<file path="config.mk">
export PLATFORM = sky130hd
export DESIGN_NAME = vecaa_fifo
export DESIGN_NICKNAME = d
export VERILOG_FILES = /design/src/hw/rtl/voronoi_edge_clip_and_area_macros.svh /design/src/hw/rtl/vecaa_pkg.sv /design/src/hw/rtl/vecaa_fifo.sv
export SDC_FILE = /design/constraint.sdc
export NUM_CORES = 1
export LEC_CHECK = 0
export BUFFER_PORTS_ARGS = -buffer_cell sky130_fd_sc_hd__clkbuf_2
export CAP_MARGIN = 15
export CORE_MARGIN = 2
export CORE_UTILIZATION = 40
export DETAILED_ROUTE_END_ITERATION = 16
export PLACE_DENSITY_LB_ADDON = 0.25
export SYNTH_ARGS = -nofsm -noshare
export SYNTH_HDL_FRONTEND = slang
export SYNTH_SLANG_ARGS = --single-unit
</file>
<file path="constraint.sdc">
create_clock -name clk_i -period 10.7 [get_ports clk_i]
set_input_delay 1.07 -clock clk_i [delete_from_list [all_inputs] [get_ports clk_i]]
set_output_delay 1.07 -clock clk_i [all_outputs]
set_load 0.02 [all_outputs]
</file>
<file path="src/hw/rtl/voronoi_edge_clip_and_area_macros.svh">
// Assertion macros for the edge clipper.
`ifndef VORONOI_EDGE_CLIP_AND_AREA_MACROS_SVH
`define VORONOI_EDGE_CLIP_AND_AREA_MACROS_SVH

`ifndef SYNTH
`define VECAA_ASSERT(lbl, prop) \
  lbl: assert property (@(posedge clk_i) disable iff (!rst_ni) (prop)) \
    else $error("edge clipper assertion failed");
`define VECAA_ASSERT_IMP(lbl, ante, cons) \
  lbl: assert property (@(posedge clk_i) disable iff (!rst_ni) (ante) |-> (cons)) \
    else $error("edge clipper implication failed");
`else
`define VECAA_ASSERT(lbl, prop)
`define VECAA_ASSERT_IMP(lbl, ante, cons)
`endif

`endif

</file>
<file path="src/hw/rtl/vecaa_pkg.sv">
// Shared types, constants and helpers of the edge clipper.
package vecaa_pkg;

  localparam int unsigned CW          = 24;
  localparam int unsigned FIFO_DEPTH  = 4;
  localparam int unsigned FIFO_AW     = $clog2(FIFO_DEPTH);
  localparam int unsigned DIV_STEPS   = 25;
  localparam int unsigned DIV_LAT     = DIV_STEPS + 1;

  localparam logic signed [22:0] ONE_Q21    = 23'sd2097152;
  localparam logic signed [46:0] TRUNC_BIAS = 47'sd2097151;
  localparam logic signed [23:0] C24_MAX    = 24'sh7FFFFF;
  localparam logic signed [23:0] C24_MIN    = 24'sh800000;
  localparam logic [FIFO_AW:0]   FIFO_FULL  = (FIFO_AW + 1)'(FIFO_DEPTH);

  typedef enum logic [1:0] {
    CFG_X_LOW  = 2'd0,
    CFG_X_HIGH = 2'd1,
    CFG_Y_LOW  = 2'd2,
    CFG_Y_HIGH = 2'd3
  } cfg_idx_e;

  typedef struct packed {
    logic signed [23:0] x_low;
    logic signed [23:0] x_high;
    logic signed [23:0] y_low;
    logic signed [23:0] y_high;
  } window_t;

  typedef struct packed {
    logic signed [23:0] s0x;
    logic signed [23:0] s0y;
    logic signed [23:0] s1x;
    logic signed [23:0] s1y;
  } sites_t;

  // Queue entry: walked ends, derived ends (bound when clipped), clip flags.
  typedef struct packed {
    logic               a_one;
    logic signed [22:0] coef;
    logic signed [23:0] w1;
    logic signed [23:0] w2;
    logic signed [27:0] o1;
    logic signed [27:0] o2;
    logic               clip1;
    logic               clip2;
    logic signed [25:0] c;
    sites_t             sites;
  } edge_t;

  function automatic logic signed [23:0] sat24(input logic signed [27:0] v);
    logic signed [23:0] r;
    if (v > 28'sd8388607) begin
      r = C24_MAX;
    end else if (v < -28'sd8388608) begin
      r = C24_MIN;
    end else begin
      r = v[23:0];
    end
    return r;
  endfunction

endpackage

</file>
<file path="src/hw/rtl/vecaa_fifo.sv">
// Short queue between front and back.
module vecaa_fifo (
  input  logic                        clk_i,
  input  logic                        rst_ni,
  input  logic                        push_i,
  input  vecaa_pkg::edge_t            data_i,
  input  logic                        pop_i,
  output vecaa_pkg::edge_t            head_o,
  output logic                        empty_o,
  output logic [vecaa_pkg::FIFO_AW:0] cnt_o
);

  vecaa_pkg::edge_t                 mem_q [vecaa_pkg::FIFO_DEPTH];
  logic [vecaa_pkg::FIFO_AW-1:0]    wr_q, rd_q;
  logic [vecaa_pkg::FIFO_AW:0]      cnt_q, cnt_d;

  always_comb begin
    cnt_d = cnt_q;
    if (push_i && !pop_i) begin
      cnt_d = cnt_q + 1'b1;
    end else if (pop_i && !push_i) begin
      cnt_d = cnt_q - 1'b1;
    end
  end

  always_ff @(posedge clk_i or negedge rst_ni) begin
    if (!rst_ni) begin
      wr_q  <= '0;
      rd_q  <= '0;
      cnt_q <= '0;
    end else begin
      cnt_q <= cnt_d;
      if (push_i) begin
        wr_q <= wr_q + 1'b1;
      end
      if (pop_i) begin
        rd_q <= rd_q + 1'b1;
      end
    end
  end

  always_ff @(posedge clk_i) begin
    if (push_i) begin
      mem_q[wr_q] <= data_i;
    end
  end

  assign head_o  = mem_q[rd_q];
  assign empty_o = (cnt_q == '0);
  assign cnt_o   = cnt_q;

endmodule

</file>
Word-level counts from Yosys, hierarchy flattened
Memory sizes are Yosys's and may differ from the RTL's.
Cells that the tools add are included.

word-level totals
  bits in latches = 0
  memories kept = 1
  RAM bits = 1008
  input bits = 256
  logic and storage cells = 18
  register bits = 7
  memory bits (read-only) = 0

cells by class
  div/mod/pow operators = 0
  $mul = 0
  bitwise operators = 0
  add/sub/neg operators = 4
  multiplexer cells = 4
  eq/ne operators = 0
  magnitude comparators = 0
  reduce and logical (&&, ||, !) cells = 6
  shift-type cells = 0

memory list
  memory  words  width  rd ports  clocked after Yosys merged registers in  wr ports  line              text
  mem_q   4      252    1         0                                        1         vecaa_fifo.sv:13  vecaa_pkg::edge_t mem_q [vecaa_pkg::FIFO_DEPTH];

operators with widths
  operator                                                            count
  3-bit two-way mux                                                   2
  2-bit by 1-bit adder with 2-bit output, second input constant       2
  3-bit by 1-bit adder with 3-bit output, second input constant       1
  3-bit logical NOT                                                   1
  3-bit by 1-bit subtractor with 3-bit output, second input constant  1
  1-bit logical AND                                                   2
  1-bit logical NOT                                                   2
  1-bit two-way mux                                                   2
  2-bit nonzero test                                                  1

Longest topological paths before layout
Gate-level depths: netlist (run 1).

  depth in word-level cells = 4
  gate-level depth with buffers = 7

Worst setup path after synthesis (run 1)
No wires, ideal clock.

  path kind = input to register
  from = in push_i
  to = mem mem_q[2][0] (netlist name), enable pin
  data required time = 10.056 ns
  stages = 1
  buffers on the path = 0
  library setup time = 0.644 ns
  setup slack = 3.290 ns
  arrival = 6.767 ns
  cell sequence = and2_1

on the way
  cells in the longest elaborated chain, start to end = 2

RTL lines
  what                                     line              text
  start: declaration                       vecaa_fifo.sv:5   input logic push_i,
  1-bit two-way mux                        vecaa_fifo.sv:43  if (push_i) begin
  1-bit two-way mux (implied by the code)  vecaa_fifo.sv:44  mem_q[wr_q] <= data_i;
  end: declaration                         vecaa_fifo.sv:13

No other way between the ends.

==> results.md, run 1 <==
- Final setup fails: 0
- TNS Setup: 0 ps
- Hold_buf cts: 0
- Post-synth net total: 1611
- Std cell rows: 111
- GR Util met2: 0.261
- CP Launch Type: register
- Unique cell type count in the Yosys netlist: 18
- TritonCTS clock tree: yes
- Largest area contributor in the netlist: edfxtp_1
- CP Cell Sequence: buf_12 > buf_4 > mux4_2 > clkbuf_2
- Netlist Area Pre-Place: approximately 37000 sq um
- Hold Crit Class: primary input to async pin
- Sequential area share after synthesis: 0.831
- Clk sinks: 1015
- Final #Nets: 2189
- Post-detail-place hpwl: 44700 um
- FF+latch count, synth: 1015
- Initial antenna violation count: 16
- Die Wd: 307 um
- Most frequent cells in the layout: 1008 x edfxtp_1, 511 x clkbuf_2, 252 x mux4_2, 105 x clkbuf_16, 25 x clkinv_1
- CTS Buf Count: 103
- Worst-Margin Slew: 1070 ps
- I/O Pins: 512
- Maximum VDD drop: 0.000277 V
- Status: finished, final reports clean
- Worst stage delay on the critical path: approximately 930 ps
- WP data required: 9630 ps
- Fin crit period: 5190 ps
- Resized cells post-CTS: 0
- Slowest cell on crit path: dfrtp_4
- Htree depth: 3
- DR iter-0 viols: 1040
- Synthesized instance count: 1349
- Layout cells sized above 1: 0.462
- CP Max Fanout: between 100 and 150
- DR DRC count: 0
- Drt pass-1 iters: 4
- ANT nets after route: 0
- Final worst clock skew: 29.0 ps
- Busiest layer in global routing: met2
- Final WL: 74300 um
- Core Box Area: slightly above 90000 sq um
- Die area: roughly 94000 sq um
- GR Util All Layers: 0.158
- LEAKAGE: 0.0149 uW
- IO Port Bufs: 511
- Tcrit/Tclk final: 0.485
- CTS clk-pin slew, worst paths: 60 ps
- CP startpoint: rd_q[1]
- Syn. warnings: 0
- Routability congestion estimate: roughly 0.75
- Top cells by area, synth: edfxtp_1 83%, mux4_2 15%, buf_2 0.52%
- Critical path class: register to output port
- Most common cell after layout, fill and taps aside: edfxtp_1
- Fin area: 43800 sq um
- Fill cells: 7429
- Final Hold Viols: 0
- Reg2Reg Setup Slack: 7130 ps
- DIE HEIGHT: 307 um
- Setup Buffers After CTS: 0
- R2r startpoint: wr_q[0]
- Synth Area per Inst: between 20 and 30 sq um
- Clk root buf: clkbuf_16
- R2R cell count: 5
- Routing usage on met3: 0.0594
- Vias in the first global route: 17400
- RSZ-0062 raised after global routing: no
- Largest net degree at the start of global routing: 143
- Post-Place Cell Area: between 40000 and 50000 sq um
- Initial core utilization: 0.402
- Area Overhead vs Synth: 19.6%
- Max transition margin: 0.286
- Power density over the cells: 290 nW/um^2
- Grt ovf: 0
- Reg2reg end: mem_q[2][130]
- Clk Latency, worst-skew pair: 680 ps
- Maxcap violations: 0
- Vias per inst: 5.10
- DR vias: around 16000
- Pins over their slew limit: 0
- Maximum buffer depth of the clock tree: 3
- Yosys top cell area share: 0.826
- Met1 Use GR: 0.195
- Fmax: 0.193 GHz
- CP endpoint kind: output port
- First-pass GRT wire length: 111000 um
- Crit path DAT: 4120 ps
- WL/cell: around 23 um
area by class of cell:
| cell class | instances | area [sq um] | area share |
|---|---|---|---|
| tap | 1186 | 1480 | 0.0339 |
| antenna | 2 | 5.00 | 0.000114 |
| inverter | 4 | 15.0 | 0.000343 |
| sequential | 1015 | 30500 | 0.695 |
| clock inverter | 60 | 508 | 0.0116 |
| timing repair buffer | 529 | 2770 | 0.0631 |
| multi-input combinational | 274 | 5880 | 0.134 |
| clock buffer | 129 | 2730 | 0.0622 |
power by group:
part	leakage [uW]	internal [uW]	switching (uW)
sequential	0.00934	5200	224
combinational	0.00396	1490	2390
clock	0.00156	1950	1450
total	0.0149	8650	4060
critical path, delay by kind of cell, from the launching register on:
family / cells / cell delay, ps
buf+inv: 3 / 1720
flops: 1 / 930
mux: 1 / 460
synth_stat cells:
cell type and instances:
buf_6 7, and2_1 4, nor3_1 1, mux2_2 1, dfrtp_1 7, o21ai_0 1, xor2_1 4, buf_4 2
nor2_1 1, edfxtp_1 1008, xnor2_1 2, clkbuf_1 9, fa_1 1, inv_1 4, nand2_1 2, buf_2 38
ha_1 5, mux4_2 252
through the flow:
step	cells	setup slack, ps	hold WS, ps	util	power, uW
detailed placement	3008	6170	504	0.445	9510
global placement	3008	6210	486	0.445	9450
finish	3199	5510	230	0.480	12700
floorplan	1349	3290	491	-	8310
global route	3199	5310	183	0.480	13300
CTS	3197	5420	171	0.480	12900
sequential cells by signal (all words and copies together), names as in the netlist:
signal,cells
wr_q,2
rd_q,2
mem_q,1008
cnt_o,3
how the worst max path moves through the flow:
stage                  endpoint  slack (ps)  cells after the start
finish              head_o[150]        5510                      4
global route        head_o[142]        5310                      4
CTS                 head_o[148]        5420                      4
detailed placement  head_o[148]        6170                      4
global placement    head_o[150]        6210                      4
floorplan           mem_q[2][0]        3290                      1
cell families after synthesis:
| group | synth area share |
|---|---|
| xor gates and xnor gates | 0.00143 |
| muxes | 0.155 |
| adders and majority gates | 0.00225 |
| AOI/OAI and AO/OA | 0.000136 |
| and+or+nand+nor | 0.00113 |
| buffers and inverters | 0.00908 |
| DFF | 0.831 |
metal layers:
layer	share of wire	wire length, um
met1	0.39	29000
met2	0.50	37200
met3	0.083	6190
met4	0.023	1680
met5	0.0027	200
No activity file was read; power rests on OpenSTA's default activity.
==> run 2, diff against run 1 <==
--- a/config.mk
+++ b/config.mk
@@ -5,6 +5,7 @@
 export SDC_FILE = /design/constraint.sdc
 export NUM_CORES = 1
 export LEC_CHECK = 0
+export ABC_AREA = 1
 export BUFFER_PORTS_ARGS = -buffer_cell sky130_fd_sc_hd__clkbuf_2
 export CAP_MARGIN = 15
 export CORE_MARGIN = 2
==> constraint.sdc (replaced) <==
create_clock -name clk_i -period 5.36 [get_ports clk_i]
set_input_delay 0.536 -clock clk_i [delete_from_list [all_inputs] [get_ports clk_i]]
set_output_delay 0.536 -clock clk_i [all_outputs]
set_load 0.02 [all_outputs]
==> results.md, run 2 <==
- R2r startpoint: wr_q[1]
- Post-synth top cells: 1008 x edfxtp_1, 769 x nand2_1, 515 x inv_1
- Grt ovf: 0 (unchanged)
- Critical path class: register to output port
- GR Util met2: 0.281 (+0.0207)
- CP Cell Sequence: clkinv_8 > buf_12 > o211ai_1 > nand2_1 > clkbuf_2
- Synthesized instance count: 2986 (+120%)
- First-pass GRT wire length: 134000 um (+20%)
- Most frequent cells in the layout: 1008 x edfxtp_1, 769 x nand2_1, 511 x inv_1, 511 x clkbuf_2, 504 x o211ai_1
- Top cells by area, synth: edfxtp_1 76%, o211ai_1 9.4%, nand2_1 7.2%
- DR vias: 23600 (+45%)
- Met1 Use GR: 0.213 (+0.0175)
- DR DRC count: 0 (unchanged)
- Final Hold Viols: 0 (unchanged)
- Final worst clock skew: 23.8 ps (-5.23 ps)
- Drt pass-1 iters: 5 (+1)
- Maximum VDD drop: 0.000428 V (+55%)
- Routability congestion estimate: 0.784 (+5.0%)
- Layout cells sized above 1: 0.200 (-0.262)
- Area Overhead vs Synth: 18.1%
- Setup Buffers After CTS: 0 (unchanged)
- Syn. warnings: 0 (unchanged)
- Post-detail-place hpwl: 52400 um (+17%)
- Yosys top cell area share: 0.756 (-0.0701)
- Worst-Margin Slew: 1120 ps (+45.0 ps)
- Biggest register: mem_q
- DR iter-0 viols: 1603 (+54%)
- Reg2Reg Setup Slack: 2490 ps (-4640 ps)
- CP Launch Type: register
- Vias per inst: 4.84 (-5.2%)
- FF+latch count, synth: 1015 (unchanged)
- Tcrit/Tclk final: 0.783
- CP endpoint kind: output port
- Largest register FFs: 1008 (unchanged)
- CP Max Fanout: 144 (+1.4%)
- WL/cell: 18.2 um (-22%)
- Hold endpoint: mem_q[0][7]
- Slowest cell on crit path: dfrtp_4
- WP data required: 4820 ps (-4810 ps)
- Power density over the cells: 589 nW/um^2 (+100%)
- Synth Area per Inst: 13.4 sq um (-51%)
- Hold_buf cts: 1 (+1)
- Htree depth: 3 (unchanged)
- Largest net degree at the start of global routing: 169 (+18%)
- TNS Setup: 0 ps (unchanged)
- Hold Crit Class: primary input to register
- RSZ-0062 raised after global routing: no
- Final setup fails: 0 (unchanged)
- Hold_ws: 75.0 ps (-155 ps)
- Final WL: 88500 um (+19%)
- Final #Nets: 3733 (+71%)
- Most common cell after layout, fill and taps aside: edfxtp_1
- Core Box Area: 99700 sq um (+9.3%)
- Top FF cell, synth: edfxtp_1
- Total Power: 27900 uW (+120%)
- Maximum buffer depth of the clock tree: 3 (unchanged)
- Post-synth ARST share: 0.00690 (unchanged)
- Most common cell in the netlist: edfxtp_1
- Fmax: 0.238 GHz
- Crit path DAT: 3660 ps (-460 ps)
- Clk Latency, worst-skew pair: 680 ps (about the same)
- Sequential area share after synthesis: 0.760 (-0.0706)
- Die area: 103000 sq um (+9.2%)
- Fin crit period: 4200 ps
- CTS Buf Count: 106 (+2.9%)
- DIE HEIGHT: 320 um (+4.5%)
- Busiest layer in global routing: met2
- Unique cell type count in the Yosys netlist: 17 (-1)
- Pins over their slew limit: 0 (unchanged)
- Post-synth net total: 3248 (+100%)
- CP startpoint: rd_q[1]
- Vias in the first global route: 22700 (+30%)
- Die Wd: 320 um (+4.5%)
- Max transition margin: 0.256 (-0.0300)
- Std cell rows: 116 (+4.5%)
- Routing usage on met3: 0.0498 (-0.00965)
- Clk sinks: 1015 (unchanged)
- CTS clk-pin slew, worst paths: 60 ps (about the same)
- I/O Pins: 512 (unchanged)
- Reg2reg end: mem_q[1][122]
- Hold Startpoint: data_i[7]
- EDFF count, synth: 1008 (unchanged)
- IO Port Bufs: 511 (unchanged)
- Initial core utilization: 0.402 (about the same)
- Worst stage delay on the critical path: 960 ps (+30 ps)
- ANT nets after route: 0 (unchanged)
- R2R cell count: 6 (+1)
- Largest area contributor in the netlist: edfxtp_1
- Hold Path Stages: 1
- Clk root buf: clkbuf_16
- Maxcap violations: 0 (unchanged)
- Status: finished, final reports clean
- Fill cells: 8757 (+18%)
- TritonCTS clock tree: yes
- GR Util All Layers: 0.170 (+0.0117)
- LEAKAGE: 0.0188 uW (+27%)
- Netlist Area Pre-Place: 40000 sq um (+9.3%)
- Resized cells post-CTS: 0 (unchanged)
- Initial antenna violation count: 22 (+6)
## run 2: cell families (layout without fill, tap and decap cells)
family,count (synthesis),count (layout),synth area share
DFF,1015,1015,0.760
and+or+nand+nor,772,772,0.0725
buffers and inverters,684,1261,0.0697
AOI/OAI and AO/OA,505,505,0.0946
adders and majority gates,6,6,0.00206
xor gates and xnor gates,4,4,0.000875
other,0,15,0
## run 2: area by class of cell
class,instances,area (sq um),area share
Sequential cell,1015,30500,0.644
Clock inverter,81,689,0.0146
Inverter,516,1960,0.0415
Timing Repair Buffer,545,2980,0.0630
Tap cell,1298,1620,0.0343
Clock buffer,119,2740,0.0580
Antenna cell,15,37.5,0.000794
Multi-Input combinational cell,1287,6810,0.144
## run 2: critical path: cells and delay by family (launching register included)
family                 cells  cell delay (ps)
DFF                        1              960
and+or+nand+nor            1              100
buffers and inverters      3             1390
AOI/OAI and AO/OA          1              230
## run 2: stage by stage
step	util	instance area [sq um]	instances	setup WS, ps
after floorplan	-	40100	2986	406
after global placement	0.439	43800	4660	1980
after detailed placement	0.439	43800	4660	1960
after CTS	0.474	47300	4861	1210
after global routing	0.474	47300	4870	964
final	0.474	47300	4876	1160
## run 2: report_power, final
part	internal, uW	total (uW)	switching (uW)	leakage, uW
clock	4170	7190	3030	0.00170
sequential	10400	10900	503	0.00934
combinational	2740	9780	7050	0.00777
total	17300	27900	10600	0.0188
## run 2: how the worst max path moves through the flow
stage	endpoint	slack (ps)	depth (start not counted)
2_1_floorplan	mem_q[0][0]	410	3
3_3_place_gp	head_o[16]	1980	5
3_5_place_dp	head_o[12]	1960	5
4_1_cts	head_o[12]	1210	5
5_1_grt	head_o[12]	960	5
6_report	head_o[12]	1160	5
## run 2: layer usage
| layer | share of wire | wire length, um |
|---|---|---|
| met1 | 0.41 | 36600 |
| met2 | 0.49 | 43100 |
| met3 | 0.074 | 6590 |
| met4 | 0.024 | 2110 |
| met5 | 0.0015 | 129 |
