<file path="src/hw/rtl/voronoi_edge_clip_and_area_macros.svh">
// Assertion macros for the edge clipper.
`ifndef VORONOI_EDGE_CLIP_AND_AREA_MACROS_SVH
`define VORONOI_EDGE_CLIP_AND_AREA_MACROS_SVH

`ifndef SYNTH
`define VECAA_ASSERT(lbl, prop) \
  lbl: assert property (@(posedge clk_i) disable iff (!rst_ni) (prop)) \
    else $error("edge clipper assertion failed");
`define VECAA_ASSERT_IMP(lbl, ante, cons) \
  lbl: assert property (@(posedge clk_i) disable iff (!rst_ni) (ante) |-> (cons)) \
    else $error("edge clipper implication failed");
`else
`define VECAA_ASSERT(lbl, prop)
`define VECAA_ASSERT_IMP(lbl, ante, cons)
`endif

`endif

</file>
<file path="src/hw/rtl/vecaa_pkg.sv">
// Shared types, constants and helpers of the edge clipper.
package vecaa_pkg;

  localparam int unsigned CW          = 24;
  localparam int unsigned FIFO_DEPTH  = 4;
  localparam int unsigned FIFO_AW     = $clog2(FIFO_DEPTH);
  localparam int unsigned DIV_STEPS   = 25;
  localparam int unsigned DIV_LAT     = DIV_STEPS + 1;

  localparam logic signed [22:0] ONE_Q21    = 23'sd2097152;
  localparam logic signed [46:0] TRUNC_BIAS = 47'sd2097151;
  localparam logic signed [23:0] C24_MAX    = 24'sh7FFFFF;
  localparam logic signed [23:0] C24_MIN    = 24'sh800000;
  localparam logic [FIFO_AW:0]   FIFO_FULL  = (FIFO_AW + 1)'(FIFO_DEPTH);

  typedef enum logic [1:0] {
    CFG_X_LOW  = 2'd0,
    CFG_X_HIGH = 2'd1,
    CFG_Y_LOW  = 2'd2,
    CFG_Y_HIGH = 2'd3
  } cfg_idx_e;

  typedef struct packed {
    logic signed [23:0] x_low;
    logic signed [23:0] x_high;
    logic signed [23:0] y_low;
    logic signed [23:0] y_high;
  } window_t;

  typedef struct packed {
    logic signed [23:0] s0x;
    logic signed [23:0] s0y;
    logic signed [23:0] s1x;
    logic signed [23:0] s1y;
  } sites_t;

  // Queue entry: walked ends, derived ends (bound when clipped), clip flags.
  typedef struct packed {
    logic               a_one;
    logic signed [22:0] coef;
    logic signed [23:0] w1;
    logic signed [23:0] w2;
    logic signed [27:0] o1;
    logic signed [27:0] o2;
    logic               clip1;
    logic               clip2;
    logic signed [25:0] c;
    sites_t             sites;
  } edge_t;

  function automatic logic signed [23:0] sat24(input logic signed [27:0] v);
    logic signed [23:0] r;
    if (v > 28'sd8388607) begin
      r = C24_MAX;
    end else if (v < -28'sd8388608) begin
      r = C24_MIN;
    end else begin
      r = v[23:0];
    end
    return r;
  endfunction

endpackage

</file>
<file path="src/hw/rtl/vecaa_front.sv">
// Front end: accepts edges, walks the ends, derives the other axis, rejects and marks clips.
module vecaa_front (
  input  logic                   clk_i,
  input  logic                   rst_ni,
  input  logic                   in_valid_i,
  output logic                   in_stall_o,
  input  logic signed [22:0]     line_a_i,
  input  logic signed [22:0]     line_b_i,
  input  logic signed [25:0]     line_c_i,
  input  logic [1:0]             endpoint_present_i,
  input  logic signed [23:0]     first_end_coord_i,
  input  logic signed [23:0]     second_end_coord_i,
  input  vecaa_pkg::sites_t      sites_i,
  input  vecaa_pkg::window_t     win_i,
  input  logic [vecaa_pkg::FIFO_AW:0] fifo_cnt_i,
  output logic                   push_o,
  output vecaa_pkg::edge_t       entry_o
);

  logic                  acc;
  logic [vecaa_pkg::FIFO_AW:0] occ;

  // stage 1 combinational
  logic                  a_one_d, swap_d, p1_d, p2_d, rej_w_d;
  logic signed [23:0]    c1_d, c2_d, wl_d, wh_d, w1_d, w2_d;
  logic signed [22:0]    coef_d;
  logic signed [46:0]    prod1_d, prod2_d;

  // stage 1 registers
  logic                  f1_v_q, f1_rej_q, f1_a_one_q;
  logic signed [22:0]    f1_coef_q;
  logic signed [23:0]    f1_w1_q, f1_w2_q;
  logic signed [46:0]    f1_prod1_q, f1_prod2_q;
  logic signed [25:0]    f1_c_q;
  vecaa_pkg::sites_t     f1_sites_q;

  // stage 2 combinational
  logic signed [46:0]    adj1, adj2;
  logic signed [25:0]    t1, t2;
  logic signed [27:0]    o1, o2, ol, oh, fin1, fin2;
  logic                  rej_o, clip1, clip2;

  logic                  f2_v_q, f2_v_d;
  vecaa_pkg::edge_t      f2_q, f2_d;

  assign occ        = fifo_cnt_i + {{vecaa_pkg::FIFO_AW{1'b0}}, f1_v_q}
                                 + {{vecaa_pkg::FIFO_AW{1'b0}}, f2_v_q};
  assign in_stall_o = (occ >= vecaa_pkg::FIFO_FULL);
  assign acc        = in_valid_i && !in_stall_o;

  always_comb begin
    a_one_d = (line_a_i == vecaa_pkg::ONE_Q21);
    swap_d  = a_one_d && !line_b_i[22];
    p1_d    = swap_d ? endpoint_present_i[1] : endpoint_present_i[0];
    p2_d    = swap_d ? endpoint_present_i[0] : endpoint_present_i[1];
    c1_d    = swap_d ? second_end_coord_i : first_end_coord_i;
    c2_d    = swap_d ? first_end_coord_i : second_end_coord_i;
    wl_d    = a_one_d ? win_i.y_low : win_i.x_low;
    wh_d    = a_one_d ? win_i.y_high : win_i.x_high;
    w1_d    = (p1_d && (c1_d > wl_d)) ? c1_d : wl_d;
    w2_d    = (p2_d && (c2_d < wh_d)) ? c2_d : wh_d;
    rej_w_d = (w1_d > wh_d) || (w2_d < wl_d);
    coef_d  = a_one_d ? line_b_i : line_a_i;
    prod1_d = 47'(coef_d) * 47'(w1_d);
    prod2_d = 47'(coef_d) * 47'(w2_d);
  end

  always_ff @(posedge clk_i or negedge rst_ni) begin
    if (!rst_ni) begin
      f1_v_q <= 1'b0;
    end else begin
      f1_v_q <= acc;
    end
  end

  always_ff @(posedge clk_i) begin
    if (acc) begin
      f1_rej_q   <= rej_w_d;
      f1_a_one_q <= a_one_d;
      f1_coef_q  <= coef_d;
      f1_w1_q    <= w1_d;
      f1_w2_q    <= w2_d;
      f1_prod1_q <= prod1_d;
      f1_prod2_q <= prod2_d;
      f1_c_q     <= line_c_i;
      f1_sites_q <= sites_i;
    end
  end

  always_comb begin
    // truncate toward zero when scaling back to Q.12
    adj1 = f1_prod1_q + (f1_prod1_q[46] ? vecaa_pkg::TRUNC_BIAS : 47'sd0);
    adj2 = f1_prod2_q + (f1_prod2_q[46] ? vecaa_pkg::TRUNC_BIAS : 47'sd0);
    t1   = adj1[46:21];
    t2   = adj2[46:21];
    o1   = {{2{f1_c_q[25]}}, f1_c_q} - {{2{t1[25]}}, t1};
    o2   = {{2{f1_c_q[25]}}, f1_c_q} - {{2{t2[25]}}, t2};
    ol   = f1_a_one_q ? {{4{win_i.x_low[23]}}, win_i.x_low}
                      : {{4{win_i.y_low[23]}}, win_i.y_low};
    oh   = f1_a_one_q ? {{4{win_i.x_high[23]}}, win_i.x_high}
                      : {{4{win_i.y_high[23]}}, win_i.y_high};
    rej_o = ((o1 > oh) && (o2 > oh)) || ((o1 < ol) && (o2 < ol));
    // high bound first, then low bound wins
    if (o1 > oh) begin
      fin1 = (oh < ol) ? ol : oh;
    end else if (o1 < ol) begin
      fin1 = ol;
    end else begin
      fin1 = o1;
    end
    if (o2 > oh) begin
      fin2 = (oh < ol) ? ol : oh;
    end else if (o2 < ol) begin
      fin2 = ol;
    end else begin
      fin2 = o2;
    end
    clip1 = (o1 > oh) || (o1 < ol);
    clip2 = (o2 > oh) || (o2 < ol);

    f2_d.a_one = f1_a_one_q;
    f2_d.coef  = f1_coef_q;
    f2_d.w1    = f1_w1_q;
    f2_d.w2    = f1_w2_q;
    f2_d.o1    = fin1;
    f2_d.o2    = fin2;
    f2_d.clip1 = clip1;
    f2_d.clip2 = clip2;
    f2_d.c     = f1_c_q;
    f2_d.sites = f1_sites_q;
    // drop edges wholly outside
    f2_v_d     = f1_v_q && !f1_rej_q && !rej_o;
  end

  always_ff @(posedge clk_i or negedge rst_ni) begin
    if (!rst_ni) begin
      f2_v_q <= 1'b0;
    end else begin
      f2_v_q <= f2_v_d;
    end
  end

  always_ff @(posedge clk_i) begin
    if (f1_v_q) begin
      f2_q <= f2_d;
    end
  end

  assign push_o  = f2_v_q;
  assign entry_o = f2_q;

endmodule

</file>
<file path="config.mk">
export PLATFORM = sky130hd
export DESIGN_NAME = vecaa_front
export DESIGN_NICKNAME = d
export VERILOG_FILES = /design/src/hw/rtl/voronoi_edge_clip_and_area_macros.svh /design/src/hw/rtl/vecaa_pkg.sv /design/src/hw/rtl/vecaa_front.sv
export SDC_FILE = /design/constraint.sdc
export NUM_CORES = 2
export LEC_CHECK = 0
export ABC_AREA = 0
export BUFFER_PORTS_ARGS = -buffer_cell sky130_fd_sc_hd__buf_2
export CAP_MARGIN = 10
export CORE_MARGIN = 5
export CORE_UTILIZATION = 44
export DETAILED_ROUTE_END_ITERATION = 6
export GPL_TIMING_DRIVEN = 0
export PLACE_DENSITY = 0.64
export RECOVER_POWER = 25
export SLEW_MARGIN = 10
export SYNTH_ARGS = -nofsm -noshare
export SYNTH_HDL_FRONTEND = slang
export SYNTH_SLANG_ARGS = --single-unit
</file>
<file path="constraint.sdc">
create_clock -name clk_i -period 17.8 [get_ports clk_i]
set_input_delay 2.67 -clock clk_i [delete_from_list [all_inputs] [get_ports clk_i]]
set_output_delay 2.67 -clock clk_i [all_outputs]
set_load 0.01 [all_outputs]
</file>
* Word level (Yosys, flattened, before mapping)
Cells that the tools add are included.
** Operators by class
- $add $sub $neg :: 6
- Multipliers :: 2
- Magnitude comparators :: 10
- Equal/unequal tests :: 1
- Multiplexer cells :: 18
- Reductions and logical operators :: 16
** Operators with widths (count)
- 28-bit 2-to-1 mux :: 7
- 24-bit 2-to-1 mux :: 6
- 47-bit by 22-bit adder with 47-bit output :: 2
- 23-bit by 24-bit multiplier with 47-bit output :: 2
- 27-bit by 28-bit > comparator with 1-bit output :: 2
- 27-bit by 28-bit < comparator with 1-bit output :: 2
- 26-bit by 26-bit subtractor with 27-bit output :: 2
- 24-bit > comparator :: 2
- 24-bit < comparator :: 2
- 21-bit 2-to-1 mux :: 2
- 28-bit < comparator :: 1
- 23-bit equality test, second input constant :: 1
- 23-bit 2-to-1 mux :: 1
- 1-bit logical AND :: 8
- 3-bit by 1-bit adder with 3-bit output :: 2
- 1-bit zero test :: 4
- 1-bit logical OR :: 4
- 3-bit >= comparator, second input constant :: 1
- 1-bit 2-to-1 mux :: 2
** Word-level totals
- Bits in registers :: 543
- Bits of input ports :: 320
- Output and inout bits :: 254
- Logic and storage cells :: 80

* Logic depth before layout (Yosys ltp)
- Depth after elaboration :: 8
- Gate-level depth with buffers :: 46
- Depth with buffers taken out :: 42

* Worst setup path before layout
No wires, ideal clock.
- Kind :: register to register
- Start :: register f1_v_q
- End :: register f1_v_q
- Library setup time :: 1378 ps
- Arrival time :: 18159 ps
- Data required time :: 16422 ps
- Setup slack :: -1737 ps
- Cell stages (with the launch flop) :: 5
- Path buffers :: 0
- Period minus slack after synthesis :: 19537 ps
- Cells stage by stage :: dfrtp_1 > a21o_1 > nand2_1 > xnor2_1 > nor2_1
** On the way
- Word-level cells in the longest chain between the ends :: 5
** RTL lines
- start, declared :: line vecaa_front.sv:30 : logic f1_v_q, f1_rej_q, f1_a_one_q;
- start signal, assigned :: line vecaa_front.sv:70 : f1_v_q <= 1'b0;
- start signal, assigned :: line vecaa_front.sv:72 : f1_v_q <= acc;
- 3-bit by 1-bit adder with 3-bit output :: line vecaa_front.sv:46 : assign occ = fifo_cnt_i + {{vecaa_pkg::FIFO_AW{1'b0}}, f1_v_q}
- 3-bit by 1-bit adder with 3-bit output :: line vecaa_front.sv:47 : + {{vecaa_pkg::FIFO_AW{1'b0}}, f2_v_q};
- 3-bit >= comparator :: line vecaa_front.sv:48 : assign in_stall_o = (occ >= vecaa_pkg::FIFO_FULL);
- net in_stall_o :: line vecaa_front.sv:6 : output logic in_stall_o,
- 1-bit zero test :: line vecaa_front.sv:49 : assign acc = in_valid_i && !in_stall_o;
- 1-bit logical AND :: line vecaa_front.sv:49
- net acc :: line vecaa_front.sv:20 : logic acc;
The timed path passes the listed nets, and every way through them passes these cells.
A chain may end at the register's enable or synchronous reset.

* Worst setup path in the final report
- Start :: input port line_a_i[0]
- End :: register f1_prod2_q[44], data pin
** On the way
- Word-level cells in the longest chain between the ends :: 7
- Elaborated cells between the ends (all ways) :: 10
- Classes of those cells :: mul: 1; order compare: 1; eq/ne: 1; mux: 5; reduce/logical: 2
** RTL lines
- start, declared :: line vecaa_front.sv:7 : input logic signed [22:0] line_a_i,
- 23-bit equality test (*) :: line vecaa_front.sv:52 : a_one_d = (line_a_i == vecaa_pkg::ONE_Q21);
- 1-bit logical AND :: line vecaa_front.sv:53 : swap_d = a_one_d && !line_b_i[22];
- 24-bit 2-to-1 mux :: line vecaa_front.sv:57 : c2_d = swap_d ? first_end_coord_i : second_end_coord_i;
- 24-bit < comparator :: line vecaa_front.sv:61 : w2_d = (p2_d && (c2_d < wh_d)) ? c2_d : wh_d;
- 1-bit logical AND :: line vecaa_front.sv:61
- 24-bit 2-to-1 mux (*) :: line vecaa_front.sv:61
- net w2_d[19] :: line vecaa_front.sv:25 : logic signed [23:0] c1_d, c2_d, wl_d, wh_d, w1_d, w2_d;
- 23-bit by 24-bit multiplier with 47-bit output (*) :: line vecaa_front.sv:65 : prod2_d = 47'(coef_d) * 47'(w2_d);
- net prod2_d[44] :: line vecaa_front.sv:27 : logic signed [46:0] prod1_d, prod2_d;
- end signal, assigned :: line vecaa_front.sv:84 : f1_prod2_q <= prod2_d;
- end, declared :: line vecaa_front.sv:33 : logic signed [46:0] f1_prod1_q, f1_prod2_q;
Mark *: on every way through the listed nets, which the timed path passes. The rest lies on a longest branch.

==> qor.yml <==
setup_path:
  r2r_slack_ps: 5960
  critPathMaxFanout: 11
  worstPathArrival_ps: 18180
  r2r_start: "f1_prod2_q[46]"
  r2r_cells: 34
  reg2reg_to: "entry_o[139]"
  crit_path_start_kind: "input pin"
  slowest_delay_ps: 980
  cp_top_family: "adder cells"
  worst-endpoint-required_ps: 18200
  path_class: "input pin to register"
  crit_top_cell: "fa_1"
  worst-path-stages: 38
  cp-end-kind: "register"
  cpMaxStageDelayCell: "clkbuf_1"
  crit_buf_inv: 9
sta:
  hold_viol_final: 0
  slew_viol_final: 198
  layout_min_cycle_time_ps: 17780
  setup_tns_ps: 0
  fmax_mhz: 56.2
  fin_skew_ps: 61.2
  post-route-period-util: 0.999
  worstMarginPinSlew_ps: 3460
  relSlewSlack: -1.30
  setup_viol: 0
  rsz0062_at_grt: "no"
detailed_routing:
  ant_nets: 0
  drtIter0Drc: 5504
  wire_per_inst_um: 29.0
  drc_errors: 14
  via_count: 53700
  via_per_inst: 5.66
  dr.pass1.iters: 7
  wl_um: 275000
synthesis:
  synthMuxAreaShare: 0.0305
  netlist_instances: 6667
  synth_top_family_by_area: "adder cells"
  ys_seq_elements: 541
  ys.flop_type: "edfxtp_1"
  synth_adder_area_share: 0.446
  synth_cell_types: 82
  yosys.area_share.simple: 0.103
  syn-cell-area_mm2: 0.0686
  synthArstFlopShare: 0.00370
  syn-num-nets: 8730
  syn_area_per_cell_um2: 10.3
  yosysWarnings: 0
  synth_compound_area_frac: 0.0680
  yosys.area_share.xor_xnor: 0.0254
  synth_edf_count: 539
  seq_area_frac_synth: 0.237
cells_and_area:
  final_nets: 9394
  drive_gt1_frac: 0.123
  fill_cells: 14400
  area_growth_pct: 12.0
cts:
  clkTransAtPathRegs_ps: 60
  htreeDepth: 2
  cts_root_buf: "clkbuf_16"
  numCtsBuffers: 61
  post-cts-setup-buffers: 0
  insertion_delay_ps: 730
  cts_tree: "yes"
  hold_buffers: 0
  clock_sinks: 541
  cts_buffer_depth: 3
global_route:
  grtUsageTotal: 0.333
  grt.overflow.total: 0
  grt_pass1_vias: 54700
  grt_pass1_wl_um: 385000
  grt_max_degree: 64
  antenna_found_initial: 97
place:
  dp_hpwl_um: 231000
  io_buffers: 573
  place_congestion: 1.04
hold_path:
  holdPathStages: 0
  holdPathEnd: "entry_o[89]"
  min_from: "f1_sites_q[89]"
  hp-class: "register to register"
floorplan:
  die-area_mm2: 0.164
  start_util: 0.441
  die_w_um: 405
  core_area_mm2: 0.156
  fp.dieH_um: 405
  num_io_pins: 574
  num_rows: 145
status:
  status: "complete, but fails checks"
  violations: "DRC, capacitance limit, slew limit"
job:
  max_cap_violations: 4
## logic make-up (layout without fill, tap and decap cells)
group,after synthesis,in the layout
compound gates,692,692
xor+xnor,199,199
fa+ha+maj,1744,1744
buf+inv,1624,2341
flops,541,541
mux,200,200
other cells,0,48
simple gates,1667,1667
## cell usage after synthesis (44+ instances only)
cell type / number / area [um2]
inv_1: 1365 / 5120
fa_1: 1174 / 23500
nand2_1: 774 / 2910
ha_1: 569 / 7120
nor2_1: 546 / 2050
edfxtp_1: 539 / 16200
a21oi_1: 184 / 921
clkbuf_1: 164 / 616
xnor2_1: 139 / 1220
mux2i_1: 138 / 1380
a21o_1: 128 / 961
o21ai_0: 111 / 556
xor2_1: 60 / 526
mux2_2: 57 / 642
nand3_1: 55 / 275
nand4_1: 53 / 332
and2_1: 51 / 319
nor2b_1: 44 / 275
## how the worst max path moves through the flow
stage / slack (ps) / to / startpoint
after floorplan: 3430 / f1_v_q / f1_v_q
after global placement: -3600 / f1_v_q / f1_v_q
after detailed placement: -970 / f1_prod2_q[44] / line_a_i[0]
after CTS: 50 / f1_prod2_q[44] / line_a_i[0]
after global routing: 20 / f1_prod2_q[44] / line_a_i[0]
final: 20 / f1_prod2_q[44] / line_a_i[0]
## cell type report
class                      count  area, um2  area share
multi-input combinational   4502      46400       0.603
timing repair buffer         604       3340      0.0435
sequential                   541      16200       0.211
tap                         2058       2570      0.0335
inverter                    1399       5250      0.0683
buffer                       222        936      0.0122
clock inverter                41        444     0.00578
antenna                       48        120     0.00156
clock buffer                  75       1620      0.0211
## layer usage
metal  share of wire  track usage  up-vias
li1                -            -    22600
met3            0.11       0.0892      841
met2            0.44        0.513     3213
met5         0.00017            0        -
met4           0.086        0.235        8
met1            0.36        0.408    27100
## flip-flops by register name (all words and copies together), names as in the netlist, 23 cells and up
signal	count
entry_o	250
f1_c_q	26
f1_coef_q	23
f1_prod1_q	47
f1_prod2_q	47
f1_sites_q	96
f1_w1_q	24
f1_w2_q	24
## cell usage in the layout (no fill, tap or decap), types with 55 or more instances in the layout
cell type	n
nand3_1	55
clkbuf_16	62
ha_1	569
a21oi_1	170
o21ai_0	110
xor2_1	58
mux2_2	57
xnor2_1	138
nand2_1	774
fa_1	1174
buf_2	615
mux2i_1	129
inv_1	1365
clkbuf_1	170
nor2_1	545
edfxtp_1	539
a21o_1	128
## repair_timing
action                     in CTS  in global routing
setup endpoints to repair       1                 13
gates resized for setup         1                 25
cloned                          0                  0
## metrics by stage
stage / instances / cell area (um2) / utilization / hold slack, ps / setup WS (ps)
after detailed placement: 9329 / 74700 / 0.480 / 405 / -970
after CTS: 9444 / 76800 / 0.493 / 413 / 48.0
after global placement: 9298 / 74100 / 0.476 / 400 / -3600
after floorplan: 6667 / 68600 / - / 391 / 3430
after global routing: 9469 / 76800 / 0.494 / 423 / 19.5
final: 9490 / 76900 / 0.494 / 406 / 19.0
Power is left out: the tool's default activity adds up to more than one toggle a clock period on the data nets, which glitch-free logic cannot reach.
